## src/rtl/core/hash_table_insert_lookup_defines.svh

```systemverilog
// ----------------------------------------------------------------------------
// Hash table assertion macros
// Shared assertion helpers for the hash table block; empty when ASSERT_OFF.
// ----------------------------------------------------------------------------
`ifndef HASH_TABLE_INSERT_LOOKUP_DEFINES_SVH
`define HASH_TABLE_INSERT_LOOKUP_DEFINES_SVH

`ifndef ASSERT_OFF
// Same-cycle implication, disabled while reset is asserted.
`define HTI_ASSERT_IMP(label, clk, rst_n, ante, cons) \
    label: assert property (@(posedge clk) disable iff (!rst_n) (ante) |-> (cons)) \
        else $error("hti assertion failed");
// Next-cycle implication, disabled while reset is asserted.
`define HTI_ASSERT_NXT(label, clk, rst_n, ante, cons) \
    label: assert property (@(posedge clk) disable iff (!rst_n) (ante) |=> (cons)) \
        else $error("hti assertion failed");
`else
`define HTI_ASSERT_IMP(label, clk, rst_n, ante, cons)
`define HTI_ASSERT_NXT(label, clk, rst_n, ante, cons)
`endif

`endif

```

## src/rtl/core/hti_pkg.sv

```systemverilog
// ----------------------------------------------------------------------------
// Hash table package
// Field widths, operation and status codes, and controller states.
// ----------------------------------------------------------------------------
package hti_pkg;

    localparam int KEY_W        = 31;
    localparam int OUT_HANDLE_W = 16;
    localparam int STATUS_W     = 3;

    typedef enum logic {
        OP_LOOKUP = 1'b0,
        OP_INSERT = 1'b1
    } t_op;

    typedef enum logic [STATUS_W-1:0] {
        ST_FOUND     = 3'd0,
        ST_NOT_FOUND = 3'd1,
        ST_INSERTED  = 3'd2,
        ST_DUPLICATE = 3'd3,
        ST_FULL      = 3'd4
    } t_status;

    typedef enum logic [1:0] {
        S_CLEAR,
        S_IDLE,
        S_HASH,
        S_EVAL
    } t_state;

endpackage

```

## src/rtl/core/hti_mod.sv

```systemverilog
// ----------------------------------------------------------------------------
// Hash table bucket remainder unit
// Computes key modulo BUCKETS by reciprocal multiplication, one step per cycle.
// ----------------------------------------------------------------------------
module hti_mod #(
    parameter int BUCKETS = 1021
) (
    input  logic                                         i_clk,
    input  logic                                         i_rst_n,
    input  logic                                         i_start,
    input  logic [hti_pkg::KEY_W-1:0]                    i_key,
    output logic                                         o_done,
    output logic [((BUCKETS > 1) ? $clog2(BUCKETS) : 1)-1:0] o_rem
);
    import hti_pkg::*;

    localparam int BW     = (BUCKETS > 1) ? $clog2(BUCKETS) : 1;
    localparam int DW     = $clog2(BUCKETS + 1);
    localparam int SHIFT  = KEY_W + BW;
    localparam int MAG_W  = KEY_W + 2;
    localparam int LO_W   = 16;
    localparam int HI_W   = MAG_W - LO_W;
    localparam int PROD_W = KEY_W + MAG_W;

    // The reciprocal is rounded up with KEY_W + BW fraction bits, which keeps
    // the quotient exact for every key of KEY_W bits.
    localparam logic [63:0]     MAGIC    = ((64'd1 << SHIFT) + 64'(BUCKETS) - 64'd1)
                                           / 64'(BUCKETS);
    localparam logic [LO_W-1:0] MAGIC_LO = MAGIC[LO_W-1:0];
    localparam logic [HI_W-1:0] MAGIC_HI = MAGIC[MAG_W-1:LO_W];
    localparam logic [DW-1:0]   DIVISOR  = DW'(BUCKETS);

    logic [2:0]            r_vld;
    logic                  r_done;
    logic [KEY_W-1:0]      r_key;
    logic [KEY_W+LO_W-1:0] r_prod_lo;
    logic [KEY_W+HI_W-1:0] r_prod_hi;
    logic [KEY_W-1:0]      r_quot;
    logic [KEY_W-1:0]      r_back;
    logic [BW-1:0]         r_rem;

    logic [PROD_W-1:0]     full_prod;
    logic [PROD_W-1:0]     quot_wide;
    logic [KEY_W+DW-1:0]   back_wide;
    logic [KEY_W-1:0]      diff;

    assign full_prod = {r_prod_hi, LO_W'(0)} + PROD_W'(r_prod_lo);
    assign quot_wide = full_prod >> SHIFT;
    assign back_wide = (KEY_W+DW)'(r_quot) * (KEY_W+DW)'(DIVISOR);
    assign diff      = r_key - r_back;

    always_ff @(posedge i_clk) begin
        if (!i_rst_n) begin
            r_vld  <= '0;
            r_done <= 1'b0;
        end else begin
            r_vld  <= {r_vld[1:0], i_start};
            r_done <= r_vld[2];
        end
    end

    always_ff @(posedge i_clk) begin
        if (i_start) begin
            r_key     <= i_key;
            r_prod_lo <= (KEY_W+LO_W)'(i_key) * (KEY_W+LO_W)'(MAGIC_LO);
            r_prod_hi <= (KEY_W+HI_W)'(i_key) * (KEY_W+HI_W)'(MAGIC_HI);
        end
        if (r_vld[0]) begin
            r_quot <= quot_wide[KEY_W-1:0];
        end
        if (r_vld[1]) begin
            r_back <= back_wide[KEY_W-1:0];
        end
        if (r_vld[2]) begin
            r_rem <= diff[BW-1:0];
        end
    end

    assign o_done = r_done;
    assign o_rem  = r_rem;

endmodule

```

## config.mk

```make
export PLATFORM = sky130hd
export DESIGN_NAME = hti_mod
export DESIGN_NICKNAME = d
export VERILOG_FILES = /design/src/rtl/core/hash_table_insert_lookup_defines.svh /design/src/rtl/core/hti_pkg.sv /design/src/rtl/core/hti_mod.sv
export SDC_FILE = /design/constraint.sdc
export NUM_CORES = 1
export LEC_CHECK = 0
export ABC_CLOCK_PERIOD_IN_PS = 5800
export BUFFER_PORTS_ARGS = -buffer_cell sky130_fd_sc_hd__buf_2
export CAP_MARGIN = 20
export CORE_ASPECT_RATIO = 1.75
export CORE_UTILIZATION = 55
export DETAILED_ROUTE_END_ITERATION = 12
export PLACE_DENSITY = 0.75
export SYNTH_ARGS = -nofsm -noshare
export SYNTH_HDL_FRONTEND = slang
export SYNTH_SLANG_ARGS = --single-unit
```

## constraint.sdc

```tcl
create_clock -name i_clk -period 5.8 [get_ports i_clk]
set_clock_uncertainty 0.2 [all_clocks]
set_input_delay 0.58 -clock i_clk [delete_from_list [all_inputs] [get_ports i_clk]]
set_output_delay 0.58 -clock i_clk [all_outputs]
set_load 0.02 [all_outputs]
```

==> flow_summary_export.csv, run 1 <==
group,metric,value,unit
cells_and_area,layout.nets,2165,
floorplanning,num_rows,78,
cells_and_area,area.growth.synth_to_final,18.51,%
timing,final.period_utilization,0.9932,
synthesis,netlist.area_leader.share,0.2676,
clock_tree,clock_insertion_delay_worst_skew,0.35,ns
timing,finalSetupViolations,0,
timing,max_freq,173.6,MHz
timing,fin_crit,5.760,ns
clock_tree,clockRootBuffer,"clkbuf_16",
timing,timing_hold_violations_final,0,
setup_path,crit_end,"r_prod_lo[45]",
cells_and_area,fillers,1986,
setup_path,reg2reg_from,"r_quot[2]",
cells_and_area,fin_util,0.6673,
clock_tree,clk_pin_slew_worst_paths,0.07,ns
timing,worst_pin_slew,0.8411,ns
floorplanning,core_area,26160,sq um
detailed_routing,route.detailed.drc,0,
setup_path,cp.required,5.70,ns
clock_tree,numClockSinks,98,
cells_and_area,antenna_cells,0,
synthesis,synthCells,1442,
timing,slew_headroom,0.4393,
run_status,status,"complete, no violations",
timing,slew_violations,0,
detailed_routing,ant_nets,0,
floorplanning,initial_core_util,0.5631,
clock_tree,hold_buffers,0,
setup_path,arrival,5.66,ns
setup_path,cpMostUsedCell,"fa_1",
setup_path,crit_path_start_kind,"primary input",
synthesis,yosysWarnings,0,
synthesis,syn_area,14730,sq um
place,post-dp-hpwl,29690,um
setup_path,crit_path_end_kind,"flop",
clock_tree,cts_buffers,9,
floorplanning,dieArea,27460,sq um
detailed_routing,routed_via_density,5.534,
detailed_routing,drtIter0Drc,491,
synthesis,netlist_top_cells_area,"ha_1, fa_1, edfxtp_1",
floorplanning,io_pins,45,
synthesis,synth_edf_count,94,
setup_path,path_cells,"buf_4 -> fa_1 -> inv_1 -> fa_1 -> inv_1 -> ha_4 -> fa_1 -> fa_1 -> inv_1 -> fa_1 -> inv_1 -> ha_4 -> nand3_4 -> nor3_4 -> buf_6 -> a221oi_4 -> a21boi_4 -> nor2_4 -> buf_6 -> o21ai_4 -> a31oi_1 -> xnor2_1",
timing,setup-tns-final,0,ns
grt,grt_overflow,0,
detailed_routing,wl_per_cell,17.50,um
synthesis,syn_avg_cell_area,10.21,sq um
synthesis,async_flop_share,0,
setup_path,r2r_slack,1.51,ns
synthesis,yosysSeqAreaShare,0.1971,
synthesis,syn_nets,1954,
setup_path,critPathKind,"in -> reg",
grt,grt_usage,0.2616,
cells_and_area,layout-drive-gt1-share,0.1888,
min_path,whs_path_depth,2,
detailed_routing,drt-pass1-iter-count,5,
setup_path,crit_buf_inv,7,
floorplanning,die-height,218.5,um
synthesis,yosysTopAreaCell,"ha_1",
setup_path,startpoint,"i_key[16]",
place,io_buffers,44,
setup_path,critPathSlowestCell,"fa_1",
grt,grt_pass1_vias,11700,
min_path,min_path_type,"in -> reg",
setup_path,reg2reg_depth,14,
detailed_routing,detail_route.wirelength,34620,um
synthesis,yosysUniqueCellTypes,71,
setup_path,crit_fanout,4,
detailed_routing,vias,10950,
grt,grt_max_degree,66,
place,dpl_worst_slack,-0.6625,ns
grt,grt_pass1_wl,55490,um
setup_path,r2r-end,"r_back[9]",
setup_path,crit_family,"adder cells",
place,gp_congestion,0.9359,
clock_tree,h-tree-depth,3,
synthesis,ys_seq_elements,98,
timing,rsz0062_at_grt,"true",
clock_tree,clk_path_buf_depth,2,
grt,antenna_found_initial,0,
timing,layout_setup_ws,0.03955,ns
flow_run,cap_violations,0,
clock_tree,cts_tree,"built",
setup_path,cp.depth,22,
synthesis,synth-main-ff-cell,"edfxtp_1",
floorplanning,die_w,125.7,um
setup_path,worst_path_largest_cell_delay,0.63,ns
[logic make-up (layout without fill, tap and decap cells)]
group,after synthesis,count (layout),share of synthesized area
AOI/OAI and AO/OA,231,231,0.1090
DFF,98,98,0.1971
adders and majority gates,478,478,0.4892
muxes,1,1,0.0006797
xor gates and xnor gates,80,80,0.04757
buffers and inverters,377,593,0.09710
and+or+nand+nor,177,177,0.05938
[registers in the layout, summed over array words and instances (netlist names)]
signal	flops
o_rem	10
r_prod_lo	25
r_back	10
r_key	10
r_vld	3
o_done	1
r_prod_hi	29
r_quot	10
[Yosys cell counts, types with 3 or more instances]
library cell / count
or3_1: 3
nand2b_1: 6
o211ai_1: 6
xor2_1: 30
a21o_1: 37
o21a_1: 10
o221ai_1: 4
nor2_1: 39
dfxtp_1: 4
nand4_1: 10
a21boi_0: 5
a211oi_1: 9
a21oi_1: 68
fa_1: 163
o2111ai_1: 6
and2_1: 7
and3_1: 6
ha_1: 315
a31oi_1: 7
nor4_1: 3
nand3_1: 22
buf_2: 7
nand2_1: 47
xnor2_1: 50
inv_1: 366
nor3_1: 13
a21o_2: 3
o21ai_0: 30
o21bai_1: 12
edfxtp_1: 94
o41ai_2: 3
nor2b_1: 9
[what timing repair did]
action                     CTS  global route
pin swaps                    7            56
setup endpoints to repair   13            19
resized for setup           25            73
setup buffers                2             7
[layout by cell type, fill, tap and decap left out, types with 3 or more instances in the layout]
cell,n
nor3_1,10
edfxtp_1,94
nand2b_1,6
nand2_1,45
o21ai_0,27
o21ai_2,3
nor2b_1,9
a211oi_1,8
buf_2,40
nor2_1,38
and2_1,6
a21boi_0,4
dfxtp_1,4
inv_1,359
buf_12,3
buf_6,4
a31oi_1,6
o21a_1,10
nand3_1,19
xnor2_1,50
a21oi_1,56
xor2_1,30
and3_1,6
clkbuf_16,9
inv_2,7
o21bai_1,12
a21o_1,37
o2111ai_1,4
buf_4,161
nand4_1,10
ha_4,20
o211ai_1,6
fa_1,162
ha_1,295
a21o_2,3
a21oi_2,12
nor3_4,3
[area by class of cell]
type	count	area (sq um)	area share
multi-input cells	967	10940	0.6267
flip-flops and latches	98	2903	0.1663
repair buffers	211	1544	0.08846
inverters	366	1374	0.07871
well taps	320	400.4	0.02294
clock buffers	11	232.7	0.01333
clock inverters	5	62.56	0.003584
[stage by stage]
stage          hold slack, ns  instances  instance area [sq um]
6_report               0.2878       1978                  17450
5_1_grt                0.2961       1978                  17450
4_1_cts                0.2756       1972                  16970
3_5_place_dp           0.3366       1954                  16520
3_3_place_gp           0.3414       1954                  16520
2_1_floorplan          0.3269       1442                  14730
[per-layer routing]
metal | part of all wire | global-route usage
met5 | 0 | 0
met4 | 0.043 | 0.1138
met2 | 0.57 | 0.5346
met1 | 0.36 | 0.2667
met3 | 0.023 | 0.01665
[how the worst min path moves through the flow]
| stage | from | slack [ns] | to |
|---|---|---|---|
| after floorplan | r_prod_hi[34] | 0.33 | r_quot[9] |
| after global placement | r_prod_hi[34] | 0.34 | r_quot[9] |
| after detailed placement | r_prod_hi[34] | 0.34 | r_quot[9] |
| after CTS | i_rst_n | 0.28 | o_done |
| after global routing | i_rst_n | 0.30 | o_done |
| final | i_rst_n | 0.29 | o_done |
Power of run 1 is not shown: default switching activity piles up to over one toggle a cycle in this logic, so the estimate is an artifact.
==> run 2: changes to the inputs <==
--- a/config.mk
+++ b/config.mk
@@ -8,7 +8,7 @@
 export ABC_CLOCK_PERIOD_IN_PS = 5800
 export BUFFER_PORTS_ARGS = -buffer_cell sky130_fd_sc_hd__buf_2
 export CAP_MARGIN = 20
-export CORE_ASPECT_RATIO = 1.75
+export CORE_ASPECT_RATIO = 0.6
 export CORE_UTILIZATION = 55
 export DETAILED_ROUTE_END_ITERATION = 12
 export PLACE_DENSITY = 0.75
==> run 2 against run 1 <==
Compared with the run above:
- critical path depth shrank 1
- highest routed layer unchanged
- first-iteration DRC count grew 13%
- global-route usage grew 0.41 points
- worst setup slack gained 0.060 ns
- sequential share of layout area grew 0.17 points
- critical endpoint is now r_prod_lo[44]
==> flow_summary_export.csv, run 2 (synthesized netlist as in run 1, its figures left out) <==
group,metric,value,unit
cells_and_area,largest_register_ffs,29,
run_status,status,"complete, no violations",
cells_and_area,finalInstanceArea,17270,sq um
floorplanning,core_area,25790,sq um
detailed_routing,detail_route.wirelength,34540,um
floorplanning,die-height,128.8,um
floorplanning,io_pins,45,
cells_and_area,fillers,1991,
clock_tree,cts_tree,"built",
grt,grt_pass1_vias,10980,
setup_path,r2r_slack,1.43,ns
timing,setup-tns-final,0,ns
detailed_routing,route.detailed.drc,0,
place,io_buffers,44,
place,dpl-instance-area,16500,sq um
grt,grt_pass1_wl,55890,um
clock_tree,clock_insertion_delay_worst_skew,0.34,ns
timing,worst_pin_slew,0.8078,ns
floorplanning,num_rows,45,
setup_path,critPathSlowestCell,"fa_1",
setup_path,cp.required,5.69,ns
setup_path,arrival,5.59,ns
clock_tree,h-tree-depth,3,
timing,rsz0062_at_grt,"true",
cells_and_area,layout-drive-gt1-share,0.1779,
detailed_routing,ant_nets,0,
cells_and_area,layout_common_cells,"inv_1, ha_1, fa_1",
clock_tree,numClockSinks,98,
detailed_routing,drtIter0Drc,554,
setup_path,critPathKind,"in -> reg",
setup_path,crit_fanout,4,
setup_path,crit_buf_inv,6,
detailed_routing,wl_per_cell,17.28,um
grt,grt_overflow,0,
detailed_routing,drt-pass1-iter-count,5,
setup_path,crit_path_start_kind,"primary input",
cells_and_area,layout.nets,2154,
detailed_routing,vias,10700,
place,gp_congestion,0.9260,
grt,grt_usage,0.2657,
setup_path,crit_family,"adder cells",
timing,final.period_utilization,0.9829,
setup_path,crit_path_end_kind,"flop",
cells_and_area,mostFrequentLayoutCell,"inv_1",
clock_tree,cts_buffers,9,
timing,finalSetupViolations,0,
cells_and_area,regMostFlops,"r_prod_hi",
timing,fin_crit,5.701,ns
cells_and_area,final_cells,1999,
timing,slew_headroom,0.4615,
cells_and_area,antenna_cells,0,
clock_tree,clk_path_buf_depth,2,
floorplanning,initial_core_util,0.5711,
clock_tree,hold_buffers,0,
timing,max_freq,175.4,MHz
place,placed_cells,1981,
grt,grt_max_degree,66,
detailed_routing,routed_via_density,5.351,
grt,antenna_found_initial,0,
place,post-dp-hpwl,30250,um
clock_tree,clk_pin_slew_worst_paths,0.07,ns
timing,timing_hold_violations_final,0,
floorplanning,die_w,213.3,um
setup_path,worst_path_largest_cell_delay,0.54,ns
floorplanning,dieArea,27460,sq um
cells_and_area,area.growth.synth_to_final,17.29,%
setup_path,path_cells,"clkbuf_4 -> fa_1 -> inv_1 -> fa_1 -> inv_1 -> ha_1 -> fa_1 -> fa_1 -> inv_1 -> fa_1 -> inv_1 -> ha_4 -> and3_4 -> and2_4 -> a221oi_4 -> a21boi_1 -> buf_4 -> nor2_4 -> o41ai_4 -> o41ai_2 -> xnor2_1",
clock_tree,clockRootBuffer,"clkbuf_16",
min_path,min_path_type,"in -> reg",
timing,slew_violations,0,
cells_and_area,fin_util,0.6699,
setup_path,cpMostUsedCell,"fa_1",
flow_run,cap_violations,0,
cells_and_area,top_regs,"r_prod_hi x29, r_prod_lo x25",
## run 2: final timing paths
| check | from | cells past startpoint | end |
|---|---|---|---|
| setup / recovery | i_key[18] | 21 | r_prod_lo[44] |
| hold / removal | i_rst_n | 2 | r_vld[0] |
| setup reg to reg | r_quot[2] | 14 | r_back[9] |
| hold reg to reg | r_prod_hi[34] | 1 | r_quot[9] |
## run 2: stage by stage
step / worst slack, ns / hold WS (ns)
finish: 0.09908 / 0.3211
global route: -0.1277 / 0.3213
CTS: -0.01547 / 0.3106
detailed placement: -0.5460 / 0.3540
global placement: -0.4353 / 0.3491
floorplan: 0.03695 / 0.3269
## run 2: cell type report
| type | instances | area (sq um) | share of cell area |
|---|---|---|---|
| multi-input cells | 967 | 10800 | 0.6252 |
| well taps | 352 | 440.4 | 0.02550 |
| repair buffers | 200 | 1434 | 0.08301 |
| clock buffers | 9 | 225.2 | 0.01304 |
| flip-flops and latches | 98 | 2903 | 0.1680 |
| inverters | 366 | 1374 | 0.07953 |
| clock inverters | 7 | 97.59 | 0.005650 |
## run 2: timing repair
item	CTS	global route
gates resized for setup	23	60
pin swaps	12	30
endpoints found under the setup margin	12	18
setup buffers	1	1
## run 2: per-layer routing
metal	part of all wire	global-route usage	vias up
met5	0	0	-
met3	0.078	0.06590	28
li1	-	-	5208
met2	0.43	0.3972	290
met1	0.49	0.4001	5171
met4	0.0084	0.03067	0
Power of run 2 is left out for the same reason.
==> run 3: changes to the inputs <==
--- a/config.mk
+++ b/config.mk
@@ -6,7 +6,7 @@
 export NUM_CORES = 1
 export LEC_CHECK = 0
 export ABC_CLOCK_PERIOD_IN_PS = 5800
-export BUFFER_PORTS_ARGS = -buffer_cell sky130_fd_sc_hd__buf_2
+export BUFFER_PORTS_ARGS = -buffer_cell sky130_fd_sc_hd__clkbuf_2
 export CAP_MARGIN = 20
 export CORE_ASPECT_RATIO = 0.6
 export CORE_UTILIZATION = 55
==> run 3 against run 2 <==
Compared with the run above:
- maximum frequency fell by 1.2%
- global-route usage shrank 0.23 points
- cell area up 0.74%
- register-to-register slack improved by 0.07 ns
- critical endpoint unchanged
- largest cell class unchanged
==> flow_summary_export.csv, run 3 (synthesized netlist as in run 1, its figures left out) <==
group,metric,value,unit
timing,rsz0062_at_grt,"true",
timing,finalSetupViolations,0,
floorplanning,die_w,213.3,um
place,io_buffers,44,
clock_tree,clockRootBuffer,"clkbuf_16",
cells_and_area,mostFrequentLayoutCell,"inv_1",
min_path,min_path_type,"in -> reg",
setup_path,critPathKind,"in -> reg",
grt,grt_max_degree,66,
clock_tree,h-tree-depth,3,
grt,grt_usage,0.2635,
cells_and_area,layout_common_cells,"inv_1, ha_1, fa_1",
floorplanning,dieArea,27460,sq um
detailed_routing,drtIter0Drc,770,
detailed_routing,detail_route.wirelength,35800,um
grt,antenna_found_initial,0,
clock_tree,cts_buffers,9,
timing,timing_hold_violations_final,0,
detailed_routing,drt-pass1-iter-count,5,
detailed_routing,ant_nets,0,
timing,slew_headroom,0.4685,
detailed_routing,route.detailed.drc,0,
setup_path,crit_path_end_kind,"flop",
cells_and_area,largest_register_ffs,29,
cells_and_area,layout.nets,2159,
detailed_routing,routed_via_density,5.448,
floorplanning,num_rows,45,
setup_path,arrival,5.66,ns
cells_and_area,regMostFlops,"r_prod_hi",
floorplanning,initial_core_util,0.5711,
clock_tree,clk_pin_slew_worst_paths,0.07,ns
grt,grt_pass1_vias,10900,
cells_and_area,top_regs,"r_prod_hi x29, r_prod_lo x25",
detailed_routing,wl_per_cell,17.86,um
place,post-dp-hpwl,30640,um
grt,grt_pass1_wl,55350,um
timing,fin_crit,5.773,ns
clock_tree,hold_buffers,0,
floorplanning,die-height,128.8,um
cells_and_area,final_cells,2004,
setup_path,cp.required,5.69,ns
clock_tree,clk_path_buf_depth,2,
cells_and_area,area.growth.synth_to_final,18.15,%
detailed_routing,vias,10920,
clock_tree,cts_tree,"built",
grt,grt_overflow,0,
timing,max_freq,173.2,MHz
setup_path,crit_path_start_kind,"primary input",
place,gp_congestion,0.9626,
setup_path,crit_fanout,5,
cells_and_area,layout-drive-gt1-share,0.1907,
place,placed_cells,1984,
floorplanning,core_area,25790,sq um
timing,slew_violations,0,
timing,worst_pin_slew,0.7972,ns
timing,final.period_utilization,0.9953,
run_status,status,"complete, no violations",
floorplanning,io_pins,45,
clock_tree,clock_insertion_delay_worst_skew,0.34,ns
clock_tree,numClockSinks,98,
cells_and_area,antenna_cells,0,
flow_run,cap_violations,0,
## run 3: cell types whose count changed in the layout (fill, tap and decap cells not counted), sizes merged
| cell | change |
|---|---|
| clkinvlp | +1 |
| inv | +1 |
| buf | -31 |
| clkinv | -1 |
| clkbuf | +36 |
| bufinv | -1 |
## run 3: repair_timing
action	CTS	global route
buffers inserted	0	5
pin swaps	17	52
endpoints found under the setup margin	12	17
resized for setup	33	81
## run 3: final timing paths
| check | slack, ns | depth (start not counted) | endpoint | from |
|---|---|---|---|---|
| worst min register to register | 0.37 | 1 | r_quot[9] | r_prod_hi[34] |
| worst max register to register | 1.50 | 16 | r_back[9] | r_quot[3] |
| worst max-delay path | 0.03 | 19 | r_prod_lo[44] | i_key[25] |
| worst min-delay path | 0.34 | 2 | o_done | i_rst_n |
## run 3: layer usage
metal	GRT usage	routed length, um	vias to the layer above
met4	0.03403	320	0
met2	0.3903	15330	373
li1	-	-	5219
met1	0.4045	17150	5299
met5	0	0	-
met3	0.05541	3005	27
## run 3: final cells by class
type / instances / area [sq um]
repair buffers: 205 / 1488
multi-input cells: 967 / 10910
inverters: 366 / 1374
fillers: 1947 / 8386
well taps: 352 / 440.4
clock buffers: 9 / 225.2
clock inverters: 7 / 58.81
flip-flops and latches: 98 / 2903
## run 3: metrics by stage
step	util	instance area [sq um]	hold WS, ns	setup slack [ns]	setup TNS (ns)
final	0.6748	17400	0.3359	0.02701	0
after global routing	0.6748	17400	0.3246	-0.1049	-0.3210
after CTS	0.6592	17000	0.3208	0.003626	0
after detailed placement	0.6403	16510	0.3620	-0.5173	-7.313
after global placement	0.6403	16510	0.3672	-0.4669	-6.060
after floorplan	-	14730	0.3269	0.03695	0
## run 3: worst max-delay path: stages
cell and delay, ns:
clkbuf_2 0.16, fa_1 0.55, inv_1 0.06, fa_1 0.52
inv_1 0.06, ha_1 0.30, fa_1 0.48, fa_1 0.55
inv_1 0.06, fa_1 0.53, inv_1 0.05, ha_1 0.29
inv_1 0.10, or3_4 0.41, o221ai_4 0.30, nor2_4 0.10
o41ai_4 0.33, o41ai_2 0.11, xnor2_1 0.12
Power of run 3 is left out for the same reason.
